## config.mk

```make
export PLATFORM = sky130hd
export DESIGN_NAME = tempo_synced_chord_arpeggiator
export DESIGN_NICKNAME = d
export VERILOG_FILES = /design/src/rtl/core/tsca_pkg.sv /design/src/rtl/core/tempo_synced_chord_arpeggiator.sv
export SDC_FILE = /design/constraint.sdc
export NUM_CORES = 1
export LEC_CHECK = 0
export ABC_AREA = 1
export BUFFER_PORTS_ARGS = -buffer_cell sky130_fd_sc_hd__buf_2
export CAP_MARGIN = 10
export CORE_MARGIN = 3
export CORE_UTILIZATION = 55
export CTS_CLUSTER_SIZE = 30
export DETAILED_ROUTE_END_ITERATION = 12
export PLACE_DENSITY = 0.74
export SLEW_MARGIN = 15
export SYNTH_ARGS = -nofsm -noshare
export SYNTH_HDL_FRONTEND = slang
export SYNTH_SLANG_ARGS = --single-unit
```

## constraint.sdc

```tcl
create_clock -name clk -period 7.6 [get_ports clk]
set_clock_uncertainty 0.1 [all_clocks]
set_input_delay 0.76 -clock clk [delete_from_list [all_inputs] [get_ports clk]]
set_output_delay 0.76 -clock clk [all_outputs]
set_load 0.02 [all_outputs]
```

## src/rtl/core/tsca_pkg.sv

```systemverilog
`timescale 1ns / 1ps
// Shared types, constants and tables for the tempo-synced chord arpeggiator.
package tsca_pkg;

    localparam int BLOCK_SAMPLES_DEF = 64;
    localparam int MAX_NOTES_DEF     = 16;
    localparam int ORDER_DEPTH_DEF   = 40;
    localparam int CFG_W             = 16;

    localparam logic [6:0]  POS_REARMED   = 7'd127;
    localparam logic [4:0]  REST_CODE     = 5'd31;
    localparam logic [4:0]  MODE_INVALID  = 5'd31;
    localparam logic [3:0]  LAST_CHORD    = 4'd13;
    localparam logic [21:0] TICK_DIVIDEND = 22'd2880000;
    localparam logic [4:0]  DIV_STEPS_M1  = 5'd21;
    localparam logic [15:0] MIN_BPM       = 16'd20;
    localparam logic [15:0] DEF_BPM       = 16'd120;
    localparam logic [13:0] OCTAVE_Q8     = 14'd3072;

    localparam logic [3:0] MODE_OFF           = 4'd0;
    localparam logic [3:0] MODE_UP            = 4'd1;
    localparam logic [3:0] MODE_DOWN          = 4'd2;
    localparam logic [3:0] MODE_UP_DOWN       = 4'd3;
    localparam logic [3:0] MODE_DOWN_UP       = 4'd4;
    localparam logic [3:0] MODE_UP_PAUSE_DOWN = 4'd5;
    localparam logic [3:0] MODE_UP_DOWN_PAUSE = 4'd6;
    localparam logic [3:0] MODE_DOWN_PAUSE_UP = 4'd7;
    localparam logic [3:0] MODE_DOWN_UP_PAUSE = 4'd8;

    typedef enum logic [1:0] {
        OP_TICK     = 2'd0,
        OP_NOTE_ON  = 2'd1,
        OP_NOTE_OFF = 2'd2
    } tsca_op_t;

    typedef enum logic [2:0] {
        CFG_PATTERN_MODE = 3'd0,
        CFG_NOTE_SOURCE  = 3'd1,
        CFG_STEP_RATE    = 3'd2,
        CFG_OCTAVE_SPAN  = 3'd3,
        CFG_TEMPO_BPM    = 3'd4,
        CFG_CHORD_SELECT = 3'd5
    } tsca_cfg_t;

    typedef enum logic [2:0] {
        ST_IDLE,
        ST_BUILD,
        ST_DIV,
        ST_ACC,
        ST_CMP,
        ST_READ,
        ST_PITCH,
        ST_EMIT
    } tsca_state_t;

    typedef struct packed {
        logic [1:0]  op;
        logic [14:0] root_pitch;
    } tsca_in_t;

    typedef struct packed {
        logic [15:0] note_pitch;
        logic        strum;
    } tsca_out_t;

    function automatic logic [2:0] chord_size(input logic [3:0] row);
        logic [2:0] sz;
        begin
            unique case (row)
                4'd0:                  sz = 3'd2;
                4'd1, 4'd2, 4'd3:      sz = 3'd3;
                4'd10:                 sz = 3'd3;
                default:               sz = 3'd4;
            endcase
            return sz;
        end
    endfunction

    function automatic logic [12:0] chord_offset(input logic [3:0] row, input logic [1:0] idx);
        logic [3:0][12:0] tones;
        begin
            unique case (row)
                4'd0:    tones = {13'd0,    13'd0,    13'd3072, 13'd0};
                4'd1:    tones = {13'd0,    13'd3072, 13'd1792, 13'd0};
                4'd2:    tones = {13'd0,    13'd1792, 13'd1280, 13'd0};
                4'd3:    tones = {13'd0,    13'd1792, 13'd768,  13'd0};
                4'd4:    tones = {13'd2560, 13'd1792, 13'd768,  13'd0};
                4'd5:    tones = {13'd3584, 13'd1792, 13'd768,  13'd0};
                4'd6:    tones = {13'd4352, 13'd1792, 13'd768,  13'd0};
                4'd7:    tones = {13'd2304, 13'd1792, 13'd1024, 13'd0};
                4'd8:    tones = {13'd3584, 13'd1792, 13'd1024, 13'd0};
                4'd9:    tones = {13'd2816, 13'd1792, 13'd1024, 13'd0};
                4'd10:   tones = {13'd0,    13'd1792, 13'd1024, 13'd0};
                4'd11:   tones = {13'd3840, 13'd2560, 13'd1280, 13'd0};
                4'd12:   tones = {13'd2481, 13'd1797, 13'd988,  13'd0};
                default: tones = {13'd1843, 13'd1229, 13'd614,  13'd0};
            endcase
            return tones[idx];
        end
    endfunction

    function automatic logic [3:0] rate_div(input logic [2:0] sel);
        logic [3:0] d;
        begin
            unique case (sel)
                3'd0:    d = 4'd1;
                3'd1:    d = 4'd2;
                3'd2:    d = 4'd3;
                3'd3:    d = 4'd4;
                3'd4:    d = 4'd6;
                3'd5:    d = 4'd8;
                default: d = 4'd4;
            endcase
            return d;
        end
    endfunction

    function automatic logic [5:0] order_len(input logic [3:0] mode, input logic [4:0] n);
        logic [5:0] nn;
        logic [5:0] l3;
        logic [5:0] len;
        begin
            nn = {1'b0, n};
            l3 = (n >= 5'd3) ? 6'((nn << 1) - 6'd2) : nn;
            unique case (mode)
                MODE_UP, MODE_DOWN:                     len = nn;
                MODE_UP_DOWN, MODE_DOWN_UP:             len = l3;
                MODE_UP_PAUSE_DOWN, MODE_DOWN_PAUSE_UP: len = 6'((nn << 1) + 6'd1);
                MODE_UP_DOWN_PAUSE, MODE_DOWN_UP_PAUSE: len = 6'(l3 + 6'd1);
                default:                                len = 6'd1;
            endcase
            return len;
        end
    endfunction

    function automatic logic [4:0] order_code(input logic [3:0] mode, input logic [4:0] n,
                                              input logic [5:0] j);
        logic [5:0] nn;
        logic [5:0] l3;
        logic [5:0] up_dn;
        logic [5:0] dn_up;
        logic [5:0] code;
        logic       rest;
        begin
            nn    = {1'b0, n};
            l3    = (n >= 5'd3) ? 6'((nn << 1) - 6'd2) : nn;
            up_dn = (j < nn) ? j : 6'((nn << 1) - 6'd2 - j);
            dn_up = (j < nn) ? 6'(nn - 6'd1 - j) : 6'(j - nn + 6'd1);
            rest  = 1'b0;
            unique case (mode)
                MODE_UP:      code = j;
                MODE_DOWN:    code = 6'(nn - 6'd1 - j);
                MODE_UP_DOWN: code = up_dn;
                MODE_DOWN_UP: code = dn_up;
                MODE_UP_PAUSE_DOWN:
                begin
                    code = (j < nn) ? j : 6'((nn << 1) - j);
                    rest = (j == nn);
                end
                MODE_UP_DOWN_PAUSE:
                begin
                    code = up_dn;
                    rest = (j >= l3);
                end
                MODE_DOWN_PAUSE_UP:
                begin
                    code = (j < nn) ? 6'(nn - 6'd1 - j) : 6'(j - nn - 6'd1);
                    rest = (j == nn);
                end
                MODE_DOWN_UP_PAUSE:
                begin
                    code = dn_up;
                    rest = (j >= l3);
                end
                default:      code = 6'd0;
            endcase
            return rest ? REST_CODE : code[4:0];
        end
    endfunction

endpackage

```

## src/rtl/core/tempo_synced_chord_arpeggiator.sv

```systemverilog
`timescale 1ns / 1ps
// Tempo-synced chord arpeggiator: note list, step order, step timer and strum.
//
//   channel   direction  handshake              payload
//   cmd       to block   cmd_valid / cmd_stall  tsca_in_t  (op, root_pitch)
//   res       from block res_valid / res_stall  tsca_out_t (note_pitch, strum)
//   cfg       to block   cfg_we                 cfg_index, cfg_data
//
// Note on, note off and unused ops leave the block idle; a tick with the arpeggiator
// off goes straight to the emit state. An arpeggiated tick runs the 22-step serial
// step-length divider, then the accumulate, compare, read and pitch states, after
// one write per order entry (up to 2*MAX_NOTES+1) when the step order is rebuilt.
// Reset is asynchronous; the order memory holds no reset and is always rebuilt first.
// A result waits in the output register under res_stall while the next request is taken.
module tempo_synced_chord_arpeggiator
    import tsca_pkg::*;
#(
    parameter int BLOCK_SAMPLES = BLOCK_SAMPLES_DEF,
    parameter int MAX_NOTES     = MAX_NOTES_DEF,
    parameter int ORDER_DEPTH   = ORDER_DEPTH_DEF
)
(
    input  logic             clk,
    input  logic             rst_n,
    input  logic             cmd_valid,
    output logic             cmd_stall,
    input  tsca_in_t         cmd,
    output logic             res_valid,
    input  logic             res_stall,
    output tsca_out_t        res,
    input  logic             cfg_we,
    input  logic [2:0]       cfg_index,
    input  logic [CFG_W-1:0] cfg_data
);

    localparam int AW = $clog2(ORDER_DEPTH);

    tsca_state_t state_reg, state_next;

    logic [3:0]  pattern_mode_reg;
    logic        note_source_reg;
    logic [2:0]  step_rate_reg;
    logic [2:0]  octave_span_reg;
    logic [15:0] tempo_bpm_reg;
    logic [3:0]  chord_select_reg;

    logic        gate_held_reg;
    logic        previous_gate_reg;
    logic [6:0]  step_position_reg;
    logic [31:0] sample_acc_reg;
    logic [6:0]  order_length_reg;
    logic [4:0]  built_count_reg;
    logic [4:0]  built_mode_reg;
    logic        res_valid_reg;

    logic [14:0] root_reg;
    logic [6:0]  cnt_reg;
    logic [18:0] rem_reg;
    logic [21:0] quot_reg;
    logic        fire_reg;
    logic [4:0]  code_reg;
    logic [15:0] res_pitch_reg;
    logic        res_strum_reg;
    tsca_out_t   out_reg;

    logic [4:0]  order_mem [ORDER_DEPTH];

    logic        cmd_accept;
    logic        emit_load;
    logic        mem_we;
    logic        mem_re;

    logic [2:0]  oct;
    logic [3:0]  row;
    logic [2:0]  chord_sz;
    logic [4:0]  n_chord;
    logic [4:0]  n_notes;
    logic        arp_on;
    logic        need_build;
    logic [5:0]  len_raw;
    logic [6:0]  len_cap;
    logic        build_done;

    logic [15:0] bpm_eff;
    logic [18:0] divisor;
    logic [19:0] shifted;
    logic [19:0] div_ext;
    logic        div_ge;
    logic [18:0] rem_next;
    logic        div_done;

    logic [21:0] step_len;
    logic [32:0] acc_diff;
    logic [6:0]  pos_inc;
    logic [6:0]  pos_adv;

    logic        hit;
    logic [7:0]  third_prod;
    logic [3:0]  oct_idx;
    logic [1:0]  tone_idx;
    logic [1:0]  oct_sel;
    logic [12:0] tone;
    logic [13:0] offset;
    logic [16:0] pitch_sum;
    logic [15:0] pitch_sat;

    assign cmd_accept = cmd_valid && !cmd_stall;
    assign res_valid  = res_valid_reg;
    assign res        = out_reg;

    // note list size from configuration
    always_comb
    begin
        if (octave_span_reg == 3'd0)
        begin
            oct = 3'd1;
        end
        else if (octave_span_reg > 3'd4)
        begin
            oct = 3'd4;
        end
        else
        begin
            oct = octave_span_reg;
        end
        row      = (chord_select_reg > LAST_CHORD) ? LAST_CHORD : chord_select_reg;
        chord_sz = chord_size(row);
        n_chord  = 5'(5'(oct) * 5'(chord_sz));
        if (note_source_reg)
        begin
            n_notes = {2'b00, oct};
        end
        else
        begin
            n_notes = (n_chord > 5'(MAX_NOTES)) ? 5'(MAX_NOTES) : n_chord;
        end
    end

    assign arp_on     = (pattern_mode_reg != MODE_OFF) && gate_held_reg;
    assign need_build = (n_notes != built_count_reg) || ({1'b0, pattern_mode_reg} != built_mode_reg);
    assign len_raw    = order_len(pattern_mode_reg, n_notes);
    assign len_cap    = ({1'b0, len_raw} > 7'(ORDER_DEPTH)) ? 7'(ORDER_DEPTH) : {1'b0, len_raw};
    assign build_done = (cnt_reg == 7'(len_cap - 7'd1));

    // serial restoring divider for the step length
    assign bpm_eff  = (tempo_bpm_reg >= MIN_BPM) ? tempo_bpm_reg : DEF_BPM;
    assign divisor  = 19'(20'(bpm_eff) * 20'(rate_div(step_rate_reg)));
    assign shifted  = {rem_reg, TICK_DIVIDEND[cnt_reg[4:0]]};
    assign div_ext  = {1'b0, divisor};
    assign div_ge   = (shifted >= div_ext);
    assign rem_next = div_ge ? 19'(shifted - div_ext) : shifted[18:0];
    assign div_done = (cnt_reg[4:0] == 5'd0);

    assign step_len = (quot_reg == 22'd0) ? 22'd1 : quot_reg;
    assign acc_diff = {1'b0, sample_acc_reg} - {11'b0, step_len};
    assign pos_inc  = 7'(step_position_reg + 7'd1);
    assign pos_adv  = (pos_inc >= order_length_reg) ? 7'd0 : pos_inc;

    // note pitch for the step code
    always_comb
    begin
        hit        = (code_reg < n_notes);
        third_prod = 8'(8'(code_reg[3:0]) * 8'd11);
        unique case (chord_sz)
            3'd2:
            begin
                oct_idx  = {1'b0, code_reg[3:1]};
                tone_idx = {1'b0, code_reg[0]};
            end
            3'd3:
            begin
                oct_idx  = {1'b0, third_prod[7:5]};
                tone_idx = 2'(code_reg[3:0] - (oct_idx << 1) - oct_idx);
            end
            default:
            begin
                oct_idx  = {2'b00, code_reg[3:2]};
                tone_idx = code_reg[1:0];
            end
        endcase
        oct_sel   = note_source_reg ? code_reg[1:0] : oct_idx[1:0];
        tone      = note_source_reg ? 13'd0 : chord_offset(row, tone_idx);
        offset    = 14'(14'(tone) + 14'(14'(oct_sel) * OCTAVE_Q8));
        pitch_sum = 17'(root_reg) + 17'(offset);
        pitch_sat = pitch_sum[16] ? 16'hFFFF : pitch_sum[15:0];
    end

    always_comb
    begin
        state_next = state_reg;
        unique case (state_reg)
            ST_IDLE:
            begin
                if (cmd_accept && (cmd.op == OP_TICK))
                begin
                    if (!arp_on)
                    begin
                        state_next = ST_EMIT;
                    end
                    else if (need_build)
                    begin
                        state_next = ST_BUILD;
                    end
                    else
                    begin
                        state_next = ST_DIV;
                    end
                end
            end
            ST_BUILD:
            begin
                if (build_done)
                begin
                    state_next = ST_DIV;
                end
            end
            ST_DIV:
            begin
                if (div_done)
                begin
                    state_next = ST_ACC;
                end
            end
            ST_ACC:   state_next = ST_CMP;
            ST_CMP:   state_next = ST_READ;
            ST_READ:  state_next = ST_PITCH;
            ST_PITCH: state_next = ST_EMIT;
            ST_EMIT:
            begin
                if (emit_load)
                begin
                    state_next = ST_IDLE;
                end
            end
            default:  state_next = ST_IDLE;
        endcase
    end

    always_comb
    begin
        cmd_stall = (state_reg != ST_IDLE);
        emit_load = (state_reg == ST_EMIT) && (!res_valid_reg || !res_stall);
        mem_we    = (state_reg == ST_BUILD);
        mem_re    = (state_reg == ST_READ);
    end

    always_ff @(posedge clk or negedge rst_n)
    begin
        if (!rst_n)
        begin
            state_reg         <= ST_IDLE;
            pattern_mode_reg  <= MODE_OFF;
            note_source_reg   <= 1'b0;
            step_rate_reg     <= 3'd3;
            octave_span_reg   <= 3'd1;
            tempo_bpm_reg     <= DEF_BPM;
            chord_select_reg  <= 4'd0;
            gate_held_reg     <= 1'b0;
            previous_gate_reg <= 1'b0;
            step_position_reg <= POS_REARMED;
            sample_acc_reg    <= 32'd0;
            order_length_reg  <= 7'd0;
            built_count_reg   <= 5'd0;
            built_mode_reg    <= MODE_INVALID;
            res_valid_reg     <= 1'b0;
        end
        else
        begin
            state_reg <= state_next;

            if (cfg_we)
            begin
                case (cfg_index)
                    CFG_PATTERN_MODE:
                    begin
                        pattern_mode_reg <= cfg_data[3:0];
                        built_mode_reg   <= MODE_INVALID;
                        if (cfg_data[3:0] == MODE_OFF)
                        begin
                            step_position_reg <= POS_REARMED;
                        end
                    end
                    CFG_NOTE_SOURCE:
                    begin
                        note_source_reg <= cfg_data[0];
                        built_count_reg <= 5'd0;
                    end
                    CFG_STEP_RATE:   step_rate_reg <= cfg_data[2:0];
                    CFG_OCTAVE_SPAN:
                    begin
                        octave_span_reg <= cfg_data[2:0];
                        built_count_reg <= 5'd0;
                    end
                    CFG_TEMPO_BPM:
                    begin
                        if (cfg_data != 16'd0)
                        begin
                            tempo_bpm_reg <= cfg_data;
                        end
                    end
                    CFG_CHORD_SELECT: chord_select_reg <= cfg_data[3:0];
                    default: ;
                endcase
            end

            unique case (state_reg)
                ST_IDLE:
                begin
                    if (cmd_accept)
                    begin
                        case (cmd.op)
                            OP_NOTE_ON:
                            begin
                                gate_held_reg     <= 1'b1;
                                step_position_reg <= POS_REARMED;
                                sample_acc_reg    <= 32'd0;
                            end
                            OP_NOTE_OFF: gate_held_reg <= 1'b0;
                            OP_TICK:
                            begin
                                if (!arp_on)
                                begin
                                    previous_gate_reg <= gate_held_reg;
                                    if (!gate_held_reg)
                                    begin
                                        step_position_reg <= POS_REARMED;
                                    end
                                end
                            end
                            default: ;
                        endcase
                    end
                end
                ST_BUILD:
                begin
                    if (build_done)
                    begin
                        order_length_reg <= len_cap;
                        built_count_reg  <= n_notes;
                        built_mode_reg   <= {1'b0, pattern_mode_reg};
                        if ((step_position_reg != POS_REARMED) && (step_position_reg >= len_cap))
                        begin
                            step_position_reg <= POS_REARMED;
                        end
                    end
                end
                ST_ACC:
                begin
                    if (step_position_reg == POS_REARMED)
                    begin
                        step_position_reg <= 7'd0;
                        sample_acc_reg    <= 32'd0;
                    end
                    else
                    begin
                        sample_acc_reg <= 32'(sample_acc_reg + 32'(BLOCK_SAMPLES));
                    end
                end
                ST_CMP:
                begin
                    if (!fire_reg && !acc_diff[32])
                    begin
                        sample_acc_reg    <= acc_diff[31:0];
                        step_position_reg <= pos_adv;
                    end
                end
                ST_PITCH: previous_gate_reg <= gate_held_reg;
                default: ;
            endcase

            if (emit_load)
            begin
                res_valid_reg <= 1'b1;
            end
            else if (!res_stall)
            begin
                res_valid_reg <= 1'b0;
            end
        end
    end

    always_ff @(posedge clk)
    begin
        unique case (state_reg)
            ST_IDLE:
            begin
                root_reg      <= cmd.root_pitch;
                rem_reg       <= 19'd0;
                cnt_reg       <= need_build ? 7'd0 : 7'(DIV_STEPS_M1);
                res_pitch_reg <= {1'b0, cmd.root_pitch};
                res_strum_reg <= gate_held_reg && !previous_gate_reg;
            end
            ST_BUILD:
            begin
                rem_reg <= 19'd0;
                cnt_reg <= build_done ? 7'(DIV_STEPS_M1) : 7'(cnt_reg + 7'd1);
            end
            ST_DIV:
            begin
                rem_reg  <= rem_next;
                quot_reg <= {quot_reg[20:0], div_ge};
                cnt_reg  <= 7'(cnt_reg - 7'd1);
            end
            ST_ACC:  fire_reg <= (step_position_reg == POS_REARMED);
            ST_CMP:
            begin
                if (!acc_diff[32])
                begin
                    fire_reg <= 1'b1;
                end
            end
            ST_PITCH:
            begin
                res_pitch_reg <= hit ? pitch_sat : {1'b0, root_reg};
                res_strum_reg <= hit && fire_reg;
            end
            default: ;
        endcase

        if (emit_load)
        begin
            out_reg.note_pitch <= res_pitch_reg;
            out_reg.strum      <= res_strum_reg;
        end
    end

    // step order memory: one write port for the rebuild sweep, one registered read
    always_ff @(posedge clk)
    begin
        if (mem_we)
        begin
            order_mem[cnt_reg[AW-1:0]] <= order_code(pattern_mode_reg, n_notes, cnt_reg[5:0]);
        end
        if (mem_re)
        begin
            code_reg <= order_mem[step_position_reg[AW-1:0]];
        end
    end

endmodule

```

---- After elaboration in Yosys (flattened, before gate mapping) ----
Memories as Yosys holds them, arrays and structs flattened. A register that Yosys moved wholly into a read port is not among the register bits.
Index checks and enable logic that the tools add are counted.
operators by class
  multiplexer cells ....................... 82
  add/subtract/negate cells ............... 21
  magnitude comparators ................... 14
  equality and inequality tests ........... 49
  multipliers ............................. 4
  reductions and logical operators ........ 55
operators by type and width
  operator               number
  $mux 32                4
  $pmux 32 s3            1
  $mux 5                 18
  $mux 7                 12
  $mux 16                3
  $pmux 19 s2            1
  $sub 32x22->33         1
  $add 32x7->32 const B  1
  $pmux 16 s2            1
  $pmux 5 s6             1
  $pmux 7 s4             1
  $bmux 13 s2            1
  $mux 13                2
  $eq 3x3->1 const B     8
  $pmux 3 s8             1
  $pmux 6 s4             1
  $logic_not 22->1       1
  $mux 22                1
  $eq 3x2->1 const B     7
  $mux 3                 7
  $pmux 7 s3             1
  $ge 20x19->1           1
  $pmux 4 s5             1
  $sub 5x5->5            4
  68 further kinds       145
word-level totals
  output and inout bits ................... 19
  bits in read-only memories .............. 512
  word-level logic and storage cells ...... 252
  bits in registers ....................... 191
  memories kept ........................... 3
  RAM bits ................................ 200
memories
  memory            depth  width  rd ports  clocked after memory_dff  write ports  line                                   source
  (name not given)  16     30     1         0                         0            tsca_pkg.sv:82                         unique case (row)
  order_mem         40     5      1         1                         1            tempo_synced_chord_arpeggiator.sv:66   logic [4:0] order_mem [ORDER_DEPTH];
  (name not given)  32     1      1         1                         0            tempo_synced_chord_arpeggiator.sv:148  assign shifted = {rem_reg, TICK_DIVIDEND[cnt_reg[4:0]]};

---- Logic depth before layout (Yosys ltp) ----
Gate-level depths: netlist of the first run.
  word-level depth ........................ 20
  gate-level depth with buffers ........... 49

---- Least setup slack after synthesis of the first run ----
OpenSTA, ideal clock, no wires.
  path kind ............................... reg-to-reg
  start point ............................. reg code_reg[0], read port of order_mem
  end point ............................... reg res_pitch_reg[14] (data pin)
  stages on the path, launching flop included .. 43
  arrival ................................. 5.963 ns
  path slack .............................. 1.284 ns
  period minus slack after synthesis ...... 6.316 ns
  library setup time ...................... 0.253 ns
  required time ........................... 7.247 ns
  cells stage by stage .................... edfxtp_1 ha_1 ha_1 ha_1 a41oi_1 inv_1 a21oi_1 or2_2 nand2_1 inv_1 ha_1 inv_1 ha_1 nor2_1 xor2_1 xor2_1 o21ai_0 a21o_1 [7 not listed] fa_1 o21ai_0 a21oi_1 o21bai_1 nand2_1 nand2_1 a21oi_1 inv_1 a21oi_1 o21bai_1 a21oi_1 o21bai_1 a21oi_1 nor2_1 o21ai_0 xor2_1 nand2_1 nand2_1
between the ends
  longest elaborated chain between the ends .. 12
  elaborated cells on any way between the ends .. 16
  those cells by class .................... 4 x add/sub; 2 x mul; 1 x order compare; 9 x mux
ends and longest elaborated chain
  element                        line                                   source
  start: declaration             tempo_synced_chord_arpeggiator.sv:61   logic [4:0] code_reg;
  $mul 4x4->7                    tempo_synced_chord_arpeggiator.sv:163  third_prod = 8'(8'(code_reg[3:0]) * 8'd11);
  $sub 2x2->2 (2 in a row)       tempo_synced_chord_arpeggiator.sv:173  tone_idx = 2'(code_reg[3:0] - (oct_idx << 1) - oct_idx);
  $pmux 2 s2                     tempo_synced_chord_arpeggiator.sv:164  unique case (chord_sz)
  $bmux 13 s2                    tsca_pkg.sv:98                         return tones[idx];
  $mux 13 (not written as such)  tsca_pkg.sv:98
  $mux 13                        tempo_synced_chord_arpeggiator.sv:182  tone = note_source_reg ? 13'd0 : chord_offset(row, tone_idx);
  $add 13x14->14                 tempo_synced_chord_arpeggiator.sv:183  offset = 14'(14'(tone) + 14'(14'(oct_sel) * OCTAVE_Q8));
  $add 15x14->16                 tempo_synced_chord_arpeggiator.sv:184  pitch_sum = 17'(root_reg) + 17'(offset);
  $mux 16                        tempo_synced_chord_arpeggiator.sv:185  pitch_sat = pitch_sum[16] ? 16'hFFFF : pitch_sum[15:0];
  $mux 16 (*)                    tempo_synced_chord_arpeggiator.sv:414  res_pitch_reg <= hit ? pitch_sat : {1'b0, root_reg};
  $pmux 16 s2 (*)                tempo_synced_chord_arpeggiator.sv:384  unique case (state_reg)
  end signal: assignment         tempo_synced_chord_arpeggiator.sv:390  res_pitch_reg <= {1'b0, cmd.root_pitch};
  end signal: assignment         tempo_synced_chord_arpeggiator.sv:414
  end: declaration               tempo_synced_chord_arpeggiator.sv:62   logic [15:0] res_pitch_reg;
Mark *: on every way between the ends. The rest lies on a longest branch, timed or not. The select of a mux whose other input is x is not followed.
A chain may end at the register's enable or synchronous reset.

---- Worst setup path after layout of the first run ----
  start point ............................. reg code_reg[2], read port of order_mem
  end point ............................... reg res_pitch_reg[14] (data pin)
Same word-level chain as after synthesis.

==> results of run 1 <==
## synthesized netlist by cell type (36+ instances only)
cell type	count	area, um^2
dfrtp_1	73	1830
inv_1	326	1220
nor2_1	408	1530
nand3_1	97	485
edfxtp_1	303	9100
xor2_1	50	438
fa_1	36	721
clkbuf_1	77	289
o22ai_1	69	432
nand2_1	425	1600
ha_1	147	1840
o21ai_0	277	1390
a21oi_1	150	751
## per-layer routing
metal / global-route usage / vias up / share of wire
met5: 0 / - / 0
met4: 0.0989 / 0 / 0.035
met3: 0.0439 / 138 / 0.067
met2: 0.435 / 717 / 0.48
met1: 0.336 / 9641 / 0.42
li1: - / 9689 / -
## logic make-up (layout without fill, tap and decap cells)
| logic type | Yosys count | after routing |
|---|---|---|
| buffers and inverters | 432 | 510 |
| XOR/XNOR | 81 | 81 |
| multiplexers | 3 | 3 |
| flip-flops | 396 | 396 |
| AO/OA/AOI/OAI | 647 | 647 |
| adder cells (fa/ha/maj) | 183 | 183 |
| other | 0 | 1 |
| AND/OR/NAND/NOR | 1062 | 1063 |
## final cells by class
| type | count | area share |
|---|---|---|
| timing repair inverter | 1 | 0.000279 |
| inverter | 344 | 0.0482 |
| clock inverter | 21 | 0.00576 |
| sequential | 396 | 0.425 |
| multi-input combinational | 1977 | 0.431 |
| tap | 585 | 0.0272 |
| antenna | 1 | 0.0000929 |
| timing repair buffer | 87 | 0.0189 |
| clock buffer | 57 | 0.0438 |
## per-stage QoR
stage          TNS (ns)  instance area, um^2
2_1_floorplan         0                24600
3_3_place_gp          0                25500
3_5_place_dp          0                25500
4_1_cts               0                26800
5_1_grt        -0.00451                26900
6_report              0                26900
## final timing paths
check	cells after the start	startpoint	slack, ns	to
max in group asynchronous	2	rst_n	6.14	chord_select_reg[3]
worst min register to register	0	res_pitch_reg[4]	0.32	res[5]
worst min-delay path	1	rst_n	0.11	sample_acc_reg[27]
worst max register to register	42	code_reg[2]	0.65	res_pitch_reg[14]
min in group clk	1	cmd[8]	0.27	root_reg[8]
worst max-delay path	42	code_reg[2]	0.65	res_pitch_reg[14]
## critical path, delay by kind of cell (launching register included)
family | cells | cell delay, ns
adders and majority gates | 7 | 1.92
AOI/OAI and AO/OA | 14 | 1.81
and+or+nand+nor | 11 | 1.25
xor gates and xnor gates | 3 | 0.56
buffers and inverters | 7 | 0.56
DFF | 1 | 0.51
## power by group through the flow
stage          Sequential (mW)  Clock (mW)  Combinational (mW)
4_1_cts                   3.86        2.03                7.40
3_3_place_gp              3.88           0                7.11
5_1_grt                   3.93        2.12                8.54
3_5_place_dp              3.90           0                7.34
6_report                  3.87        2.00                7.60
2_1_floorplan             3.67           0                5.58
## timing repair
| action | 4_1_cts | 5_1_grt |
|---|---|---|
| gates resized for setup | 0 | 15 |
| setup endpoints to repair | 0 | 51 |
| buffers inserted | 0 | 7 |
==> results.md, run 1 <==
- Status: finished clean
- Final period util: 0.915
- Post-route DRC: 0
- Crit path top cell by count: inv_1
- CTS max path bufs: 3
- Initial core utilization: 0.564
- Synthesis Warnings: 0
- NetSw: 6.43 mW
- Worst Hold Slack: 0.108 ns
- CP Data Required Time: 7.83 ns
- Share of post-route cells with drive strength above 1: 0.0864
- Largest register FFs: 200
- Commonest non-fill, non-tap cell in the layout: nand2_1
- Worst skew pair latency: 0.58 ns
- Starting DRT DRC Count: 1770
- Horiz. Die Dim: 218 um
- CP max stage cell: edfxtp_1
- Max-Cap Viols: 0
- Switch share: 0.477
- DP Cell Count: 3381
- Multi-input logic area: 11600 um^2
- Final Power: 13.5 mW
- Drt pass-1 iters: 6
- Ys async rst share: 0.232
- Slew @ Worst Pin: 1.09 ns
- Core ar.: 43600 um^2
- Tightest Hold Check Type: in2async
- Final Hold Fails: 0
- Via count: 20200
- Clock sinks: 396
- Relative slew margins: 0.274
- Achievable frequency: 144 MHz
- Largest net degree at the start of global routing: 103
- Total wire length: 61400 um
- Fillers: 3589
- Cell area after technology mapping: 24600 um^2
- Critical Path Sink Type: flip-flop
- CP Max Fanout: 8
- Crit start category: flip-flop
- CTS root buf: clkbuf_16
- Number of antenna-violating nets in the routed design: 0
- HPWL after DPL: 42100 um
- Crit path DAT: 7.18 ns
- First-pass GRT wire length: 99400 um
- Final core utilization: 0.617
- CP max stage delay: 0.51 ns
- Most frequent cells in the layout: 424 x nand2_1, 405 x nor2_1, 323 x inv_1
- Hold buffers post-CTS: 0
- Min setup slack post-route: 0.649 ns
- Io pins: 60
- Total clock buffers created by CTS: 43
- Critical path type: reg2reg
- Gpl congestion: 0.937
- WL/cell: 17.7 um
- Simple-gate portion of the synthesized area: 0.186
- Total gr overflow: 0
- Power Dens Cells: 500 nW/um^2
- Post-Synth Adder-Cell Area: 0.104
- Vias in the first global route: 19900
- Syn Inst Count: 2804
- FF+latch count, synth: 396
- Fin. max-slew vios: 0
- Sequential share of power: 0.288
- Complex-gate fraction of the synthesized area: 0.149
- Initial antenna violation count: 1
- Pre-CTS WS: 0.242 ns
- Non-Filler Instances: 3469
- Final setup vio count: 0
- H-tree Lvls: 2
- Largest family of logic cells by synthesized area: simple AND/OR/NAND/NOR gates
- Post-synthesis cell type count: 68
- VDD IR max: 562 uV
- Seq/Total Area, Yosys: 0.465
- Mean Syn Cell Area: 8.78 um^2
- Post-Synth XOR/XNOR Area: 0.0288
- Portion of netlist area occupied by mux cells: 0.00132
- Die Area: 47300 um^2
- Clock power share: 0.148
- Sequential Area: 11400 um^2
- Die Ht: 218 um
- Syn nets: 3028
- Net count, final: 3074
- P_leak: 11.3 nW
- # rows: 76
- Gr usage total: 0.258
- Min Tclk post-route: 6.95 ns
- Synth-to-Final Area Change: 9.43%
- Vias per cell: 5.82
- Internal cell power: 7.04 mW
- Clock-pin slew on the worst setup and hold paths: 0.06 ns
- EDFF count, synth: 303
- Port buffer count: 59
- CTS tree: done
- Main flop type after synthesis: edfxtp_1
- Combinational share of power: 0.564
No activity file was read; power rests on OpenSTA's default activity.
==> run 2: changes to the inputs <==
Settings changed: CORE_UTILIZATION 55 to 60, PLACE_DENSITY 0.74 to 0.8.
==> run 2 against run 1 <==
Die area shrank 8.1%. Sequential power shrank 2%. Critical endpoint is now rem_reg[9]. Critical path type unchanged. Via count grew 2.9%. Global-route usage grew 2.4 points. Largest cell class unchanged. Core utilization grew 5.5 points. Largest power group unchanged. Maximum frequency shrank 0.65%. Cell count shrank 1.8%.
==> results.md, run 2 (synthesis results as in run 1) <==
- Crit path top cell by count: a21oi_1
- Total gr overflow: 0
- Total clock buffers created by CTS: 42
- Clock sinks: 396
- CP max stage delay: 0.51 ns
- Clock-pin slew on the worst setup and hold paths: 0.07 ns
- CTS tree: done
- Ant. Diodes: 0
- Most frequent cells in the layout: 424 x nand2_1, 404 x nor2_1, 323 x inv_1
- P_leak: 11.4 nW
- Initial core utilization: 0.614
- Crit start category: flip-flop
- Sequential share of power: 0.280
- Drt pass-1 iters: 8
- Final core utilization: 0.672
- VDD IR max: 616 uV
- Internal cell power: 7.13 mW
- Gr usage total: 0.282
- Critical R2R Launch: tempo_bpm_reg[14]
- # rows: 73
- Net count, final: 3074
- Critical path type: reg2reg
- Final setup vio count: 0
- Worst skew pair latency: 0.60 ns
- Largest register FFs: 200
- Vias in the first global route: 20200
- Relative slew margins: 0.277
- WL/cell: 18.3 um
- Port buffer count: 59
- Commonest non-fill, non-tap cell in the layout: nand2_1
- Min Tclk post-route: 7.00 ns
- Switch share: 0.476
- H-tree Lvls: 2
- CTS root buf: clkbuf_16
- Synth-to-Final Area Change: 9.46%
- Final Hold Fails: 0
- Combinational share of power: 0.564
- Total wire length: 62300 um
- Hold buffers post-CTS: 0
- Via count: 20800
- Slew @ Worst Pin: 1.08 ns
- Max-Cap Viols: 0
- Vias per cell: 6.10
- NetSw: 6.47 mW
- Tightest Hold Check Type: in2async
- Power Dens Cells: 505 nW/um^2
- CTS max path bufs: 3
- Initial antenna violation count: 0
- Die Area: 43500 um^2
- Starting DRT DRC Count: 2332
- Number of antenna-violating nets in the routed design: 0
- CP Max Fanout: 19
- Share of post-route cells with drive strength above 1: 0.0891
- RSZ-0062 raised after global routing: false
- Status: finished clean
- Die Ht: 209 um
- Setup TNS: 0 ns
- R2r worst-path depth: 36
- Post-route DRC: 0
- Fin. max-slew vios: 0
- Clock power share: 0.156
- First-pass GRT wire length: 101000 um
- Reg2Reg Capture Point: rem_reg[9]
- Reg2Reg Setup Slack: 0.60 ns
- Crit path DAT: 7.22 ns
- Horiz. Die Dim: 209 um
- Achievable frequency: 143 MHz
- CP Data Required Time: 7.82 ns
- Critical Path Sink Type: flip-flop
- CP max stage cell: fa_1
- Final period util: 0.921
- HPWL after DPL: 42000 um
- Core ar.: 40100 um^2
- Gpl congestion: 0.928
- Largest net degree at the start of global routing: 104
- Io pins: 60
==> run 2: power by group through the flow <==
stage	registers, mW	clock network, mW	logic [mW]
2_1_floorplan	3.67	0	5.58
3_3_place_gp	3.80	0	7.13
3_5_place_dp	3.82	0	7.40
4_1_cts	3.79	2.15	7.48
5_1_grt	3.85	2.24	8.63
6_report	3.81	2.12	7.68
==> run 2: layer usage <==
| layer | routed length, um | GRT usage | up-vias |
|---|---|---|---|
| met4 | 2300 | 0.112 | 0 |
| met2 | 29600 | 0.467 | 1031 |
| li1 | - | - | 9714 |
| met3 | 4960 | 0.0428 | 195 |
| met5 | 0 | 0 | - |
| met1 | 25500 | 0.378 | 9839 |
==> run 2: area by class of cell <==
| cell class | count | area (um^2) |
|---|---|---|
| clock buffer | 51 | 1130 |
| clock inverter | 26 | 295 |
| fill | 3026 | 13100 |
| inverter | 344 | 1290 |
| multi-input combinational | 1977 | 11600 |
| sequential | 396 | 11400 |
| tap | 525 | 657 |
| timing repair buffer | 88 | 515 |
| timing repair inverter | 1 | 7.51 |
==> run 2: worst max path at each step <==
stage / endpoint / start / cells past startpoint
floorplan: res_pitch_reg[14] / code_reg[0] / 42
global placement: step_position_reg[0] / chord_select_reg[3] / 45
detailed placement: rem_reg[4] / tempo_bpm_reg[14] / 31
CTS: rem_reg[9] / tempo_bpm_reg[14] / 31
global route: step_position_reg[0] / chord_select_reg[2] / 45
finish: rem_reg[9] / tempo_bpm_reg[14] / 36
==> run 2: metrics by stage <==
step                cell area (um^2)  cells  worst slack (ns)  power (mW)  hold slack [ns]
floorplan                      24600   2804              1.28        9.25            0.300
global placement               25400   3321             0.592        10.9            0.304
detailed placement             25400   3321             0.217        11.2            0.305
CTS                            26800   3398             0.132        13.4           0.0398
global route                   27000   3408           0.00684        14.7           0.0568
finish                         27000   3408             0.604        13.6           0.0481
==> run 2: timing repair <==
action | in CTS | in global routing
endpoints found under the setup margin | 0 | 50
buffers inserted | 0 | 8
gates resized for setup | 0 | 13
==> run 2: worst max-delay path: cells and delay by family, from the launching register on <==
family                   cells  cell delay (ns)
buffers and inverters        6             0.72
adder cells (fa/ha/maj)      4             1.62
AO/OA/AOI/OAI               14             1.94
XOR/XNOR                     1             0.26
AND/OR/NAND/NOR             11             1.69
flip-flops                   1             0.41
